==> src/hw/rtl/i2cm_pkg.sv <==
// ----------------------------------------------------------------------------
// I2C master bit engine package
// Shared types and constants for the line sequencer and its top level.
// ----------------------------------------------------------------------------
package i2cm_pkg;

  localparam int DELAY_W  = 10;
  localparam int CFG_IDX_W = 2;
  localparam int CFG_DAT_W = 8;
  localparam int IN_TDATA_W  = 16;
  localparam int OUT_TDATA_W = 16;

  localparam logic [7:0] TPU_RESET   = 8'd1;
  localparam logic [7:0] LIMIT_RESET = 8'd250;

  // Register indexes on the configuration port.
  localparam logic [CFG_IDX_W-1:0] REG_TICKS_PER_US   = 2'd0;
  localparam logic [CFG_IDX_W-1:0] REG_ACK_POLL_LIMIT = 2'd1;

  typedef enum logic [2:0] {
    CMD_IDLE    = 3'd0,
    CMD_START   = 3'd1,
    CMD_STOP    = 3'd2,
    CMD_WRITE   = 3'd3,
    CMD_WAITACK = 3'd4,
    CMD_READ    = 3'd5
  } cmd_t;

  typedef struct packed {
    logic [2:0] req_type;
    logic [7:0] tx_byte;
    logic       send_ack;
    logic       sda_in;
  } item_t;

  typedef struct packed {
    cmd_t               cmd;
    logic [2:0]         phase;
    logic [3:0]         bit_index;
    logic [7:0]         shift_byte;
    logic [DELAY_W-1:0] delay_left;
    logic [7:0]         poll_count;
    logic               scl;
    logic               sda;
    logic               drv;
    logic               fail_flag;
    logic               ack_choice;
    logic [7:0]         rx_last;
  } state_t;

endpackage

==> src/hw/rtl/i2cm_step.sv <==
// ----------------------------------------------------------------------------
// I2C master bit engine step logic
// Next-state logic for one tick: command accept, delay countdown and the
// line segments of start, stop, write, wait-ack and read.
// ----------------------------------------------------------------------------
module i2cm_step (
  input  i2cm_pkg::state_t cur,
  input  i2cm_pkg::item_t  item,
  input  logic [7:0]       ticks_per_us,
  input  logic [7:0]       ack_poll_limit,
  output i2cm_pkg::state_t nxt,
  output logic             done
);
  import i2cm_pkg::*;

  localparam logic [2:0] SEG0 = 3'd0;
  localparam logic [2:0] SEG1 = 3'd1;
  localparam logic [2:0] SEG2 = 3'd2;
  localparam logic [2:0] SEG3 = 3'd3;
  localparam logic [2:0] SEG4 = 3'd4;

  typedef struct packed {
    state_t st;
    logic   done;
  } step_t;

  logic [DELAY_W-1:0] tpu;
  logic [DELAY_W-1:0] d1;
  logic [DELAY_W-1:0] d2;
  logic [DELAY_W-1:0] d4;

  // Hold lengths are the reload value of the countdown, one less than the ticks.
  assign tpu = (ticks_per_us == 8'd0) ? DELAY_W'(1) : {2'b00, ticks_per_us};
  assign d1  = tpu - DELAY_W'(1);
  assign d2  = (tpu << 1) - DELAY_W'(1);
  assign d4  = (tpu << 2) - DELAY_W'(1);

  function automatic state_t finish(state_t s);
    s.cmd        = CMD_IDLE;
    s.phase      = SEG0;
    s.delay_left = '0;
    return s;
  endfunction

  function automatic state_t write_bit(state_t s, logic [DELAY_W-1:0] h);
    s.drv        = 1'b1;
    s.scl        = 1'b0;
    s.sda        = s.shift_byte[7];
    s.shift_byte = {s.shift_byte[6:0], 1'b0};
    s.delay_left = h;
    s.phase      = SEG1;
    return s;
  endfunction

  function automatic state_t read_low(state_t s, logic [DELAY_W-1:0] h);
    s.drv        = 1'b0;
    s.scl        = 1'b0;
    s.delay_left = h;
    s.phase      = SEG1;
    return s;
  endfunction

  function automatic state_t stop_first(state_t s, logic [2:0] nph, logic [DELAY_W-1:0] h);
    s.drv        = 1'b1;
    s.scl        = 1'b0;
    s.sda        = 1'b0;
    s.delay_left = h;
    s.phase      = nph;
    return s;
  endfunction

  function automatic step_t act(state_t s, logic sda, logic [7:0] limit,
                                logic [DELAY_W-1:0] h1, logic [DELAY_W-1:0] h2,
                                logic [DELAY_W-1:0] h4);
    step_t      r;
    logic [8:0] cnt;
    r.st   = s;
    r.done = 1'b0;
    cnt    = {1'b0, s.poll_count} + 9'd1;
    unique case (s.cmd)
      CMD_START: begin
        if (s.phase == SEG0) begin
          r.st.drv = 1'b1; r.st.sda = 1'b1; r.st.scl = 1'b1;
          r.st.delay_left = h4; r.st.phase = SEG1;
        end else if (s.phase == SEG1) begin
          r.st.sda = 1'b0; r.st.delay_left = h4; r.st.phase = SEG2;
        end else begin
          r.st.scl = 1'b0; r.st = finish(r.st); r.done = 1'b1;
        end
      end
      CMD_STOP: begin
        if (s.phase == SEG0) begin
          r.st = stop_first(s, SEG1, h4);
        end else if (s.phase == SEG1) begin
          r.st.scl = 1'b1; r.st.sda = 1'b1;
          r.st.delay_left = h4; r.st.phase = SEG2;
        end else begin
          r.st = finish(s); r.done = 1'b1;
        end
      end
      CMD_WRITE: begin
        if (s.phase == SEG0) begin
          r.st = write_bit(s, h2);
        end else if (s.phase == SEG1) begin
          r.st.scl = 1'b1; r.st.delay_left = h2; r.st.phase = SEG2;
        end else if (s.phase == SEG2) begin
          r.st.scl = 1'b0; r.st.delay_left = h2;
          r.st.bit_index = s.bit_index + 4'd1; r.st.phase = SEG3;
        end else if (s.bit_index < 4'd8) begin
          r.st = write_bit(s, h2);
        end else begin
          r.st = finish(s); r.done = 1'b1;
        end
      end
      CMD_WAITACK: begin
        if (s.phase == SEG0) begin
          r.st.drv = 1'b0; r.st.delay_left = h1; r.st.phase = SEG1;
        end else if (s.phase == SEG1) begin
          r.st.scl = 1'b1; r.st.delay_left = h1;
          r.st.poll_count = '0; r.st.phase = SEG2;
        end else if (s.phase == SEG2) begin
          // One poll per tick; too many high samples turn into a stop.
          if (!sda) begin
            r.st.scl = 1'b0; r.st.fail_flag = 1'b0;
            r.st = finish(r.st); r.done = 1'b1;
          end else if (cnt > {1'b0, limit}) begin
            r.st = stop_first(s, SEG3, h4);
          end else begin
            r.st.poll_count = cnt[7:0];
          end
        end else if (s.phase == SEG3) begin
          r.st.scl = 1'b1; r.st.sda = 1'b1;
          r.st.delay_left = h4; r.st.phase = SEG4;
        end else begin
          r.st.fail_flag = 1'b1; r.st = finish(r.st); r.done = 1'b1;
        end
      end
      CMD_READ: begin
        if (s.phase == SEG0) begin
          r.st = read_low(s, h2);
        end else if (s.phase == SEG1) begin
          r.st.scl = 1'b1;
          r.st.shift_byte = {s.shift_byte[6:0], sda};
          r.st.bit_index = s.bit_index + 4'd1;
          r.st.delay_left = h1; r.st.phase = SEG2;
        end else if (s.phase == SEG2) begin
          if (s.bit_index < 4'd8) begin
            r.st = read_low(s, h2);
          end else begin
            r.st.scl = 1'b0; r.st.drv = 1'b1; r.st.sda = ~s.ack_choice;
            r.st.delay_left = h2; r.st.phase = SEG3;
          end
        end else if (s.phase == SEG3) begin
          r.st.scl = 1'b1; r.st.delay_left = h2; r.st.phase = SEG4;
        end else begin
          r.st.scl = 1'b0; r.st.rx_last = s.shift_byte;
          r.st = finish(r.st); r.done = 1'b1;
        end
      end
      default: begin
        r.st = finish(s); r.done = 1'b1;
      end
    endcase
    return r;
  endfunction

  always_comb begin
    state_t s;
    step_t  r;
    s      = cur;
    r.st   = cur;
    r.done = 1'b0;
    if (cur.cmd == CMD_IDLE) begin
      if (item.req_type >= 3'd1 && item.req_type <= 3'd5) begin
        s.cmd       = cmd_t'(item.req_type);
        s.phase     = SEG0;
        s.bit_index = '0;
        s.poll_count = '0;
        if (s.cmd == CMD_WRITE) begin
          s.shift_byte = item.tx_byte;
        end
        if (s.cmd == CMD_READ) begin
          s.shift_byte = '0;
          s.ack_choice = item.send_ack;
        end
        r = act(s, item.sda_in, ack_poll_limit, d1, d2, d4);
      end
    end else if (cur.delay_left != '0) begin
      r.st.delay_left = cur.delay_left - DELAY_W'(1);
    end else begin
      r = act(cur, item.sda_in, ack_poll_limit, d1, d2, d4);
    end
    nxt  = r.st;
    done = r.done;
  end

endmodule

==> src/hw/rtl/i2c_master_bit_engine_core.sv <==
// ----------------------------------------------------------------------------
// I2C master bit engine core
// Tick-driven line sequencer for one bit-banged I2C master.
// ----------------------------------------------------------------------------
// Usage: every input beat is one time tick. s_tuser carries the request code
// (0 tick only, 1 start, 2 stop, 3 write byte, 4 wait ack, 5 read byte) and
// s_tdata the byte to send, the ACK choice and the sampled SDA level. A
// request is only taken on a tick that finds the engine idle.
// Every input beat yields exactly one output beat with the SCL and SDA drive,
// busy, done, the last received byte and the ack-fail flag.
// Beats pass an input register and then the step logic into an output
// register: one beat per cycle sustained while the receiver keeps m_tready
// high. The one-tick step logic is the only loop.
// If the receiver stalls, the output register holds and the input register
// fills; s_tready then drops until the result is taken, and no beat is lost.
// Reset puts the lines to SCL high, SDA high and driven, idle, registers to
// ticks_per_us 1 and ack_poll_limit 250. Configuration writes via cfg_we
// take effect at once and are meant for idle periods.
// ----------------------------------------------------------------------------
module i2c_master_bit_engine_core (
  input  logic                               clk,
  input  logic                               rst,
  input  logic                               s_tvalid,
  output logic                               s_tready,
  input  logic [2:0]                         s_tuser,  // req_type
  input  logic [i2cm_pkg::IN_TDATA_W-1:0]    s_tdata,  // tx_byte, send_ack, sda_in
  output logic                               m_tvalid,
  input  logic                               m_tready,
  // scl_level, sda_level, sda_driving, busy_res, done_res, rx_byte, ack_fail
  output logic [i2cm_pkg::OUT_TDATA_W-1:0]   m_tdata,
  input  logic                               cfg_we,
  input  logic [i2cm_pkg::CFG_IDX_W-1:0]     cfg_index,
  input  logic [i2cm_pkg::CFG_DAT_W-1:0]     cfg_data
);
  import i2cm_pkg::*;

  logic       ticks_valid_unused;
  logic [7:0] ticks_per_us;
  logic [7:0] ack_poll_limit;

  logic   s1_valid;
  item_t  s1_item;
  logic   advance;

  state_t st;
  state_t st_next;
  logic   done;

  assign ticks_valid_unused = 1'b0;
  assign advance  = s1_valid && (!m_tvalid || m_tready);
  assign s_tready = !s1_valid || advance;

  always_ff @(posedge clk) begin
    if (rst) begin
      ticks_per_us   <= TPU_RESET;
      ack_poll_limit <= LIMIT_RESET;
    end else if (cfg_we) begin
      unique case (cfg_index)
        REG_TICKS_PER_US:   ticks_per_us   <= cfg_data;
        REG_ACK_POLL_LIMIT: ack_poll_limit <= cfg_data;
        default: ;
      endcase
    end
  end

  always_ff @(posedge clk) begin
    if (rst) begin
      s1_valid <= 1'b0;
    end else if (s_tready) begin
      s1_valid <= s_tvalid;
    end
  end

  always_ff @(posedge clk) begin
    if (s_tvalid && s_tready) begin
      s1_item.req_type <= s_tuser;
      s1_item.tx_byte  <= s_tdata[7:0];
      s1_item.send_ack <= s_tdata[8];
      s1_item.sda_in   <= s_tdata[9];
    end
  end

  i2cm_step u_step (
    .cur            (st),
    .item           (s1_item),
    .ticks_per_us   (ticks_per_us),
    .ack_poll_limit (ack_poll_limit),
    .nxt            (st_next),
    .done           (done)
  );

  always_ff @(posedge clk) begin
    if (rst) begin
      st.cmd        <= CMD_IDLE;
      st.phase      <= '0;
      st.bit_index  <= '0;
      st.shift_byte <= '0;
      st.delay_left <= '0;
      st.poll_count <= '0;
      st.scl        <= 1'b1;
      st.sda        <= 1'b1;
      st.drv        <= 1'b1;
      st.fail_flag  <= 1'b0;
      st.ack_choice <= 1'b0;
      st.rx_last    <= '0;
    end else if (advance) begin
      st <= st_next;
    end
  end

  always_ff @(posedge clk) begin
    if (rst) begin
      m_tvalid <= 1'b0;
    end else if (advance) begin
      m_tvalid <= 1'b1;
    end else if (m_tready) begin
      m_tvalid <= 1'b0;
    end
  end

  always_ff @(posedge clk) begin
    if (advance) begin
      m_tdata <= {ticks_valid_unused, ticks_valid_unused,
                  st_next.fail_flag, st_next.rx_last, done,
                  (st_next.cmd != CMD_IDLE), st_next.drv,
                  (st_next.drv & st_next.sda), st_next.scl};
    end
  end

`ifndef SYNTHESIS
  // A finished command never reports busy on the same beat.
  a_done_not_busy: assert property (@(posedge clk) disable iff (rst)
    m_tvalid |-> !(m_tdata[4] && m_tdata[3]))
    else $error("done and busy both set in one result beat");

  // The hold countdown only runs while a command is held.
  a_delay_needs_cmd: assert property (@(posedge clk) disable iff (rst)
    (st.delay_left != '0) |-> (st.cmd != CMD_IDLE))
    else $error("delay pending with no command held");

  a_phase_range: assert property (@(posedge clk) disable iff (rst)
    st.phase <= 3'd4)
    else $error("sequencer phase out of range");

  // A waiting input beat is kept until the step logic takes it.
  a_s1_holds: assert property (@(posedge clk) disable iff (rst)
    (s1_valid && !advance) |=> (s1_valid && $stable(s1_item)))
    else $error("input register lost a beat");

  // Sequencer state only moves when a beat goes through.
  a_state_stalls: assert property (@(posedge clk) disable iff (rst)
    (!advance && !$past(rst)) |=> $stable(st))
    else $error("state changed without a beat");
`endif

endmodule
==> config.mk <==
export PLATFORM = sky130hd
export DESIGN_NAME = i2c_master_bit_engine_core
export DESIGN_NICKNAME = d
export VERILOG_FILES = /design/src/hw/rtl/i2cm_pkg.sv /design/src/hw/rtl/i2cm_step.sv /design/src/hw/rtl/i2c_master_bit_engine_core.sv
export SDC_FILE = /design/constraint.sdc
export NUM_CORES = 1
export LEC_CHECK = 0
export ABC_AREA = 1
export BUFFER_PORTS_ARGS = -buffer_cell sky130_fd_sc_hd__buf_2
export CORE_ASPECT_RATIO = 0.7
export CORE_UTILIZATION = 30
export CTS_CLUSTER_DIAMETER = 30
export CTS_CLUSTER_SIZE = 30
export DETAILED_ROUTE_END_ITERATION = 8
export RECOVER_POWER = 100
export SETUP_SLACK_MARGIN = 0.4
export SLEW_MARGIN = 10
export SYNTH_ARGS = -nofsm -noshare
export SYNTH_HDL_FRONTEND = slang
export SYNTH_HIERARCHICAL = 1
export SYNTH_SLANG_ARGS = --single-unit
==> constraint.sdc <==
create_clock -name clk -period 4.2 [get_ports clk]
set_clock_uncertainty 0.05 [all_clocks]
set_input_delay 0.63 -clock clk [delete_from_list [all_inputs] [get_ports clk]]
set_output_delay 0.63 -clock clk [all_outputs]
set_load 0.005 [all_outputs]
==> metrics.md, run 1 <==
| Metric | Value |
|---|---|
| Vias in the first global route | `a little under 7,000` |
| CP Launch Type | `flip-flop` |
| DR iter-0 viols | `1,004` |
| Port Buf Inserts | `43` |
| First-pass GRT wire length | `38,300 µm` |
| Die ar. | `between 20,000 and 30,000 µm²` |
| Skew-Pair Late Insertion Delay | `0.37 ns` |
| Max cap viols | `2` |
| Final std cells w/o fill | `approximately 1,500` |
| Syn Std Cell Area | `7410 µm²` |
| CP cell instances | `ha_1, nand2_1, nor2_1, xor2_1, inv_1, ha_1, nand2_1, nor2_1, nand3_1, nand2_1, a21oi_1, nor2_1, nor2_1, o221ai_1, nand2_1, nand3_1, nand3_1` |
| Gp weighted congestion | `0.998` |
| Clock Sinks | `94` |
| RSZ-0062 raised after global routing | `no` |
| Reg area | `2160 µm²` |
| Hold Crit Class | `primary input to flip-flop` |
| Syn Area/Cell | `6.52 µm²` |
| Met1 Wirelength | `12,600 µm` |
| Drt drc | `0` |
| Final Setup Violations | `0` |
| # diodes | `0` |
| Final hold violations | `0` |
| Status | `finished with violations` |
| Met3 wire length | `2510 µm` |
| Hold Crit Depth | `1` |
| CTS max path bufs | `2` |
| Die Wd | `190 µm` |
| Filler instances | `approximately 2,600` |
| CTS Buf Count | `9` |
| Yosys cell types | `55` |
| HP Start | `s_tuser[1]` |
| Final #Nets | `1,198` |
| Commonest non-fill, non-tap cell in the layout | `nand2_1` |
| CP max stage delay | `0.44 ns` |
| Required @ worst endpoint | `4.34 ns` |
| All-Layer GR Usage | `19.3%` |
| Worst hold endpoint | `s1_item[11]` |
| Reg-to-reg endpoint | `st[12]` |
| Worst R2R Path Depth | `17` |
| WL met2 | `9000 µm` |
| H-tree levels | `3` |
| Worst-Margin Slew | `1.68 ns` |
| HPWL Detailed | `between 15,000 and 20,000 µm` |
| Flop2flop setup slack | `0.46 ns` |
| Initial Util | `31.0%` |
| Crit share post-route | `about nine tenths` |
| Pins Over Slew Limit | `93` |
| Setup TNS | `0 ns` |
| Synth Warn # | `6` |
| Die Span Y | `roughly 130 µm` |
| DR pass1 iterations | `6` |
| Final WL | `24,400 µm` |
| Peak fanout along the critical path | `5` |
| Largest delay share family, worst path | `simple AND/OR/NAND/NOR gates` |
| CTS tree | `yes` |
| Slew HR | `-12.2%` |
| Clk slew on worst S/H paths | `0.07 ns` |
| Crit path kind | `flip-flop to flip-flop` |
| Failing checks | `capacitance limit, slew limit` |
| CTS root buf | `clkbuf_16` |
| Highest Signal Layer | `met4` |
| Post-DRT Antenna Nets | `0` |
| Synth Register Bits | `94` |
| Layout area overhead | `9.22%` |
| I/O pin total | `52` |
| Cells after Synth | `approximately 1,100` |
| Share of post-route cells with drive strength above 1 | `10.5%` |
| Grt total ovfl | `0` |
| Power Density | `345 nW/µm²` |
| Pleak | `3.47 nW` |
| Max Clk Rate | `268 MHz` |
| Min cycle time layout | `~3.7 ns` |
| Most frequent cells in the layout | `nand2_1, inv_1, nor2_1` |
| Cell count along the critical path | `17` |
| CP max stage cell | `dfxtp_1` |
| Vias | `7,855` |
| Initial antenna violation count | `0` |
| Cells after DPL | `1,455` |
| Core ar. | `23,900 µm²` |
| Crit path capture type | `flip-flop` |
| Routed len/inst | `16.5 µm` |
| Max VDD drop | `around 0.25 mV` |
| Critical Path AT | `about 3.9 ns` |
| Site row count | `between 40 and 50` |
| Worst r2r src | `st[13]` |
| Worst hold slack | `0.379 ns` |
| Sequential-to-total area share from yosys stat | `slightly below 30%` |
| Buf/Inv on CP | `1` |
| Vias per cell | `about 5.3` |
| Largest net degree at the start of global routing | `between 90 and 100` |
| Post-CTS Hold Buffers | `0` |
| Area of the multi-input gates | `4240 µm²` |
## what timing repair did
action,CTS,global route
setup buffers,0,4
endpoints found under the setup margin,0,22
gates resized for setup,0,9
## cell usage after synthesis (all sizes together)
library cell,n,area share (%)
inv,172,8.7
a211oi,1,0.10
nand4,14,1.4
xor2,11,1.3
a22o,4,0.47
xnor2,2,0.24
a22oi,8,0.81
clkbuf,11,0.56
nand3,112,7.8
o21ai,96,6.5
a32o,1,0.14
o2111ai,5,0.59
o31ai,2,0.20
a221oi,4,0.47
a2111oi,2,0.24
clkinv,1,0.067
nor4,1,0.084
nand2,233,12
o311ai,2,0.24
o221ai,11,1.4
buf,44,4.3
o32ai,1,0.12
ha,12,2.0
or2,2,0.17
nor3,6,0.62
o211ai,12,1.2
dfxtp,67,18
conb,1,0.051
edfxtp,27,11
o41ai,1,0.12
o22ai,16,1.4
nor2,133,8.0
a21o,2,0.20
a211o,1,0.12
a21oi,115,8.9
a31oi,3,0.25
## worst reg2reg max path, cell delays in order, from the launching register on
cell	delay, ns
dfxtp_1	0.44
ha_1	0.21
nand2_1	0.12
nor2_1	0.23
xor2_1	0.24
inv_1	0.07
ha_1	0.29
nand2_1	0.07
nor2_1	0.22
nand3_1	0.11
nand2_1	0.18
a21oi_1	0.14
nor2_1	0.21
nor2_1	0.09
o221ai_1	0.31
nand2_1	0.30
nand3_1	0.18
nand3_1	0.10
## how the worst max path moves through the flow
stage                      start     end  slack, ns
after floorplan           st[13]  st[14]       1.30
after global placement    st[13]  st[10]       0.59
after detailed placement  st[13]  st[10]       0.59
after CTS                 st[13]  st[10]       0.55
after global routing      st[13]  st[26]       0.23
final                     st[13]  st[12]       0.46
## flip-flops by register name, summed over array words and instances (netlist names)
| signal | count |
|---|---|
| s1_item | 13 |
| ticks_per_us | 8 |
| ack_poll_limit | 8 |
| m_tvalid | 1 |
| st | 49 |
| m_tdata | 14 |
| s1_valid | 1 |
## area by class of cell
class / instances / area share, %
clock inverters: 6 / 1.11
well taps: 318 / 4.91
clock buffers: 10 / 3.09
flip-flops and latches: 94 / 26.6
repair buffers: 59 / 3.88
inverters: 173 / 8.04
multi-input cells: 815 / 52.3
## through the flow
stage,instance area [µm²],total power [mW],worst slack (ns),utilization (%)
after global routing,8100,2.93,0.235,33.8
after CTS,8110,2.80,0.554,33.9
after detailed placement,7770,1.84,0.593,32.5
final,8100,2.79,0.463,33.8
after global placement,7770,1.83,0.593,32.5
after floorplan,7420,1.63,1.30,-
## per-layer routing
metal  up-vias  GRT usage [%]
met5         -              0
met4         0           3.67
met3        30           5.30
met2       378           25.0
met1      3622           30.7
li1       3825              -
## kinds of logic after synthesis
kind of cell / after synthesis / share of synthesized area, %
and+or+nand+nor: 501 / 30.3
adders and majority gates: 12 / 2.03
buffers and inverters: 228 / 13.6
xor gates and xnor gates: 13 / 1.54
other: 1 / 0.0506
AOI/OAI and AO/OA: 287 / 23.4
DFF: 94 / 29.0
## power by group
group          internal (mW)  total, mW  switching [mW]
registers              0.997       1.06          0.0636
logic                  0.239      0.781           0.542
clock network          0.560      0.949           0.389
total                   1.80       2.79           0.995
No activity file was read; power rests on OpenSTA's default activity.
==> run 2, diff against run 1 <==
--- a/config.mk
+++ b/config.mk
@@ -12,10 +12,9 @@
 export CTS_CLUSTER_DIAMETER = 30
 export CTS_CLUSTER_SIZE = 30
 export DETAILED_ROUTE_END_ITERATION = 8
-export RECOVER_POWER = 100
+export RECOVER_POWER = 50
 export SETUP_SLACK_MARGIN = 0.4
 export SLEW_MARGIN = 10
 export SYNTH_ARGS = -nofsm -noshare
 export SYNTH_HDL_FRONTEND = slang
-export SYNTH_HIERARCHICAL = 1
 export SYNTH_SLANG_ARGS = --single-unit
==> metrics.md, run 2 <==
| Metric | Value |
|---|---|
| Post-CTS Hold Buffers | `0 (unchanged)` |
| Gp weighted congestion | `0.942 (-5.6%)` |
| Peak fanout along the critical path | `46 (+41)` |
| Buf/Inv on CP | `3 (+2)` |
| Top cells by area, synth | `dfxtp_1, edfxtp_1, nand2_1, inv_1, o21ai_0` |
| First-pass GRT wire length | `27,700 µm (-28%)` |
| Max VDD drop | `0.244 mV (-4.1%)` |
| Initial Util | `31.1% (+0.13 points)` |
| Commonest non-fill, non-tap cell in the layout | `nand2_1` |
| Die Wd | `171 µm (-10%)` |
| Layout area overhead | `12.3%` |
| CTS tree | `yes` |
| Port Buf Inserts | `43 (unchanged)` |
| Pins Over Slew Limit | `47 (-49%)` |
| Synth Register Bits | `94 (unchanged)` |
| Clk slew on worst S/H paths | `0.07 ns (about the same)` |
| Ys flop type | `dfxtp_1` |
| Hold Crit Class | `primary input to flip-flop` |
| Synth Warn # | `0 (-6)` |
| Final Setup Violations | `0 (unchanged)` |
| Final WL | `17,000 µm (-30%)` |
| Final #Nets | `949 (-21%)` |
| Status | `finished with violations` |
| CP dominant cell by count | `clkbuf_1` |
| Syn Std Cell Area | `5960 µm² (-20%)` |
| Vias per cell | `4.96 (-6.8%)` |
| Die ar. | `20,500 µm² (-19%)` |
| Crit path kind | `primary input to flip-flop` |
| Min cycle time layout | `3.09 ns (-0.642 ns)` |
| Vias in the first global route | `5,158 (-24%)` |
| DP Area | `6420 µm² (-17%)` |
| HPWL Detailed | `12,500 µm (-29%)` |
| CP Launch Type | `primary input` |
| Max FFs per register | `49 (unchanged)` |
| Number of flops mapped to enable cells by yosys | `27 (unchanged)` |
| CTS max path bufs | `2 (unchanged)` |
| Clock Sinks | `94 (unchanged)` |
| Max Clk Rate | `323 MHz (+21%)` |
| Setup Buffers After CTS | `0 (unchanged)` |
| CP max stage delay | `1.43 ns (+0.99 ns)` |
| Drt drc | `0 (unchanged)` |
| Largest net degree at the start of global routing | `47 (-51%)` |
| CP max stage cell | `clkbuf_1` |
| Worst r2r src | `m_tvalid` |
| CTS Buf Count | `9 (unchanged)` |
| Cells after Synth | `866 (-24%)` |
| Worst-Margin Slew | `2.00 ns (+0.320 ns)` |
| Initial antenna violation count | `0 (unchanged)` |
| Filler instances | `2,066 (-20%)` |
| Top reg by flops | `st` |
| Required @ worst endpoint | `4.42 ns (+0.08 ns)` |
| DR pass1 iterations | `5 (-1)` |
| Worst R2R Path Depth | `12 (-5)` |
| Setup TNS | `0 ns (unchanged)` |
| Final hold violations | `0 (unchanged)` |
| Failing checks | `capacitance limit, slew limit` |
| Routed len/inst | `14.5 µm (-12%)` |
| HP Start | `s_tdata[1]` |
| H-tree levels | `3 (unchanged)` |
| Site row count | `42 (-11%)` |
| I/O pin total | `52 (unchanged)` |
| Most frequent cell after synthesis | `nand2_1` |
| Post-DRT Antenna Nets | `0 (unchanged)` |
| Hold Crit Depth | `1 (unchanged)` |
| Worst hold endpoint | `s1_item[3]` |
| Skew-Pair Late Insertion Delay | `0.35 ns (-0.02 ns)` |
| Slew HR | `-33.2% (-21 points)` |
| Fin area | `6700 µm² (-17%)` |
| Most frequent cells in the layout | `nand2_1, inv_1, nor2_1` |
| Max cap viols | `1 (-1)` |
| Post-synthesis async set-or-reset flop share | `0% (unchanged)` |
| List of most frequent post-synthesis cells | `nand2_1, inv_1, nor2_1` |
| Crit share post-route | `73.7% (-15 points)` |
| RSZ-0062 raised after global routing | `no` |
| Pleak | `3.03 nW (-13%)` |
| Reg-to-reg endpoint | `st[8]` |
| All-Layer GR Usage | `17.4% (-1.9 points)` |
| DR iter-0 viols | `683 (-32%)` |
| # resized after CTS | `0 (unchanged)` |
| Sequential-to-total area share from yosys stat | `36.1% (+7.0 points)` |
| CTS root buf | `clkbuf_16` |
| Crit path capture type | `flip-flop` |
| Vias | `5,818 (-26%)` |
| Flop2flop setup slack | `1.25 ns (+0.79 ns)` |
| Die Span Y | `120 µm (-10%)` |
| Share of post-route cells with drive strength above 1 | `10.6% (+0.028 points)` |
| Core ar. | `19,200 µm² (-20%)` |
| Grt total ovfl | `0 (unchanged)` |
| Yosys cell types | `48 (-13%)` |
| # diodes | `0 (unchanged)` |
| Largest delay share family, worst path | `buffers and inverters` |
| Syn Area/Cell | `6.89 µm² (+5.6%)` |
| Biggest registers after layout | `st: 49 flops, m_tdata: 14 flops, s1_item: 13 flops` |
| Cell accounting for the most synthesized area | `dfxtp_1` |
| Critical Path AT | `3.32 ns (-0.55 ns)` |
| Power Density | `369 nW/µm² (+7.0%)` |
| CP cell instances | `clkbuf_1, clkinv_1, clkbuf_1, o21ai_1, nor3b_2` |
| Yosys top cell area share | `22.5% (+4.4 points)` |
## run 2: cell count changes after synthesis, moves of 18 or more
cell / previous run / this run
inv_1: 167 / 123
buf_2: 25 / 6
nand2_1: 222 / 171
a21oi_1: 94 / 72
nand3_1: 110 / 45
nor2_1: 118 / 100
a21oi_2: 20 / 0
## run 2: area by class of cell
class | instances | area (µm²) | area share [%]
flip-flops and latches | 94 | 2150 | 32.1
well taps | 264 | 330 | 4.93
multi-input cells | 614 | 3170 | 47.4
clock inverters | 6 | 68.8 | 1.03
repair buffers | 48 | 230 | 3.44
inverters | 136 | 515 | 7.70
clock buffers | 10 | 229 | 3.42
## run 2: report_power, final
group / leakage, nW / internal (mW) / switching [mW]
Clock: 0.143 / 0.466 / 0.370
Sequential: 0.808 / 0.999 / 0.0472
Combinational: 2.08 / 0.173 / 0.417
Total: 3.03 / 1.64 / 0.834
## run 2: worst max-delay path by stage
stage,start,endpoint,slack (ns),cells after the start
after floorplan,st[13],st[22],1.84,15
after global placement,st[13],st[14],1.36,14
after detailed placement,st[13],st[18],1.41,14
after CTS,st[13],st[16],1.37,14
after global routing,m_tready,st[8],0.72,14
final,rst,st[42],1.11,5
## run 2: kinds of logic (layout without fill, tap and decap cells)
logic type	Yosys count	in the layout	synth area share (%)
buffers and inverters	159	200	10.8
adder cells (fa/ha/maj)	12	12	2.52
flip-flops	94	94	36.1
XOR/XNOR	16	16	2.35
other	1	2	0.0629
AO/OA/AOI/OAI	203	203	19.1
AND/OR/NAND/NOR	381	381	29.1
## run 2: worst reg2reg max path: stages (launching register included)
cell      delay, ns
dfxtp_1        0.32
nand2_1        0.08
nand2_1        0.05
buf_4          0.19
inv_1          0.10
clkbuf_1       1.06
o21ai_0        0.22
nor3_1         0.25
nand2_1        0.10
nor2_1         0.13
nand2_1        0.07
a21oi_1        0.11
nor3_1         0.05
## run 2: through the flow
step / power [mW] / instances / hold WS, ns / worst slack, ns / utilization [%]
finish: 2.47 / 1172 / 0.399 / 1.11 / 34.9
global route: 2.61 / 1172 / 0.381 / 0.725 / 34.9
CTS: 2.49 / 1172 / 0.384 / 1.37 / 35.0
detailed placement: 1.64 / 1156 / 0.421 / 1.41 / 33.5
global placement: 1.64 / 1156 / 0.421 / 1.36 / 33.5
floorplan: 1.47 / 867 / 0.385 / 1.84 / -
## run 2: layer usage
layer | GRT usage, % | vias to the layer above | part of all wire [%]
li1 | - | 2930 | -
met2 | 23.9 | 216 | 40
met4 | 2.87 | 0 | 0.90
met3 | 3.99 | 15 | 7.7
met5 | 0 | - | 0
met1 | 27.1 | 2657 | 52
==> run 3, diff against run 2 <==
==> constraint.sdc (replaced) <==
create_clock -name clk -period 2.85 [get_ports clk]
set_clock_uncertainty 0.05 [all_clocks]
set_input_delay 0.4275 -clock clk [delete_from_list [all_inputs] [get_ports clk]]
set_output_delay 0.4275 -clock clk [all_outputs]
set_load 0.005 [all_outputs]
==> metrics.md, run 3 (synthesized netlist as in run 2, its figures left out) <==
| Metric | Value |
|---|---|
| Share of post-route cells with drive strength above 1 | `20.0% (+9.4 points)` |
| # diodes | `0 (unchanged)` |
| Slew HR | `28.2% (+61 points)` |
| All-Layer GR Usage | `18.0% (+0.57 points)` |
| Grt total ovfl | `0 (unchanged)` |
| H-tree levels | `3 (unchanged)` |
| CTS max path bufs | `2 (unchanged)` |
| Core Util, Final | `37.9% (+2.9 points)` |
| Setup TNS | `0 ns (unchanged)` |
| CTS tree | `yes` |
| Vias | `5,988 (+2.9%)` |
| Final #Nets | `975 (+2.7%)` |
| Crit path capture type | `flip-flop` |
| Max cap viols | `0 (-1)` |
| Biggest registers after layout | `st: 49 flops, m_tdata: 14 flops, s1_item: 13 flops` |
| Fin area | `7260 µm² (+8.4%)` |
| Worst-Margin Slew | `1.08 ns (-0.922 ns)` |
| Initial Util | `31.1% (unchanged)` |
| CP Launch Point | `st[13]` |
| Largest net degree at the start of global routing | `47 (unchanged)` |
| Port Buf Inserts | `43 (unchanged)` |
| Hold Crit Class | `primary input to flip-flop` |
| Worst hold slack | `0.191 ns (-0.208 ns)` |
| HP Start | `s_tdata[2]` |
| Routed len/inst | `15.3 µm (+5.2%)` |
| Power Density | `528 nW/µm² (+43%)` |
| First-pass GRT wire length | `28,400 µm (+2.7%)` |
| Pleak | `3.20 nW (+5.7%)` |
| CTS root buf | `clkbuf_16` |
| RSZ-0062 raised after global routing | `yes` |
| Max FFs per register | `49 (unchanged)` |
| DR pass1 iterations | `6 (+1)` |
| Gp weighted congestion | `1.01 (+7.0%)` |
| HPWL Detailed | `13,000 µm (+3.8%)` |
| Dpl ws | `-0.0238 ns (-1.43 ns)` |
| Final std cells w/o fill | `1,198 (+2.2%)` |
| Layout area overhead | `21.8%` |
| Status | `completed` |
| Skew-Pair Late Insertion Delay | `0.36 ns (about the same)` |
| Min cycle time layout | `2.59 ns` |
| Required @ worst endpoint | `3.05 ns (-1.37 ns)` |
| Commonest non-fill, non-tap cell in the layout | `nand2_1` |
| I/O pin total | `52 (unchanged)` |
| Power, Total | `3.84 mW (+55%)` |
| Die Span Y | `120 µm (unchanged)` |
| DR iter-0 viols | `608 (-11%)` |
| Crit share post-route | `between 90 and 100%` |
| Max VDD drop | `0.338 mV (+39%)` |
| Crit path kind | `flip-flop to flip-flop` |
| Most frequent cells in the layout | `nand2_1, inv_1, nor2_1` |
| Peak fanout along the critical path | `6 (-87%)` |
| Worst r2r src | `st[13]` |
| Core ar. | `19,200 µm² (unchanged)` |
| Post-DRT Antenna Nets | `0 (unchanged)` |
| Max Clk Rate | `386 MHz` |
| Die Wd | `171 µm (unchanged)` |
| CP Launch Type | `flip-flop` |
| Final hold violations | `0 (unchanged)` |
| Pins Over Slew Limit | `0 (-100%)` |
| Critical Path AT | `2.79 ns (-0.53 ns)` |
| Drt drc | `0 (unchanged)` |
| Vias in the first global route | `5,277 (+2.3%)` |
| Initial antenna violation count | `0 (unchanged)` |
| Final Setup Violations | `0 (unchanged)` |
| Setup ws final | `0.260 ns (-0.846 ns)` |
| DP Area | `6510 µm² (+1.4%)` |
| Clock Sinks | `94 (unchanged)` |
| Clk slew on worst S/H paths | `0.07 ns (about the same)` |
| Site row count | `42 (unchanged)` |
| Vias per cell | `5.00 (+0.69%)` |
| Top reg by flops | `st` |
| Final WL | `18,300 µm (+7.5%)` |
| Die ar. | `20,500 µm² (unchanged)` |
| CTS Buf Count | `9 (unchanged)` |
| Cells after DPL | `1,168 (+1.0%)` |
| Post-CTS Hold Buffers | `0 (unchanged)` |
[run 3: per-layer routing]
layer,share of wire [%],global-route usage (%)
met4,1.1,4.79
met2,41,25.1
met3,7.9,4.49
met1,50,26.8
met5,0,0
[run 3: timing repair]
item / CTS / global route
pin swaps: 20 / 27
setup endpoints to repair: 27 / 43
cloned: 2 / 1
buffers inserted: 2 / 9
resized for setup: 40 / 65
[run 3: critical path, cell delays in order, from the launching register on]
cell and delay [ns]:
dfxtp_4 0.39, nand3_4 0.09, nor2_4 0.10, nand3b_1 0.15, xnor2_2 0.19, ha_1 0.34, and3_4 0.19, nand3b_1 0.17
nand2_4 0.16, nand3_4 0.09, nand2_4 0.11, clkinvlp_4 0.20, o21ai_1 0.17, nor2_1 0.07
[run 3: path summary, 6_finish.rpt]
path / end / slack [ns] / cells after the start
setup / recovery: st[23] / 0.26 / 13
hold / removal: s1_item[4] / 0.19 / 1
setup reg to reg: st[23] / 0.26 / 13
hold reg to reg: ack_poll_limit[2] / 0.44 / 2
[run 3: power by group]
| part | internal [mW] | switching (mW) |
|---|---|---|
| logic | 0.330 | 0.688 |
| clock network | 0.693 | 0.578 |
| registers | 1.47 | 0.0737 |
[run 3: cell type report]
type | instances | area (µm²)
Clock buffer | 9 | 225
Timing Repair inverter | 1 | 7.51
Timing Repair Buffer | 71 | 415
Fill cell | 2041 | 11900
Sequential cell | 94 | 2170
Clock inverter | 7 | 78.8
Tap cell | 264 | 330
Inverter | 136 | 524
Multi-Input combinational cell | 616 | 3510
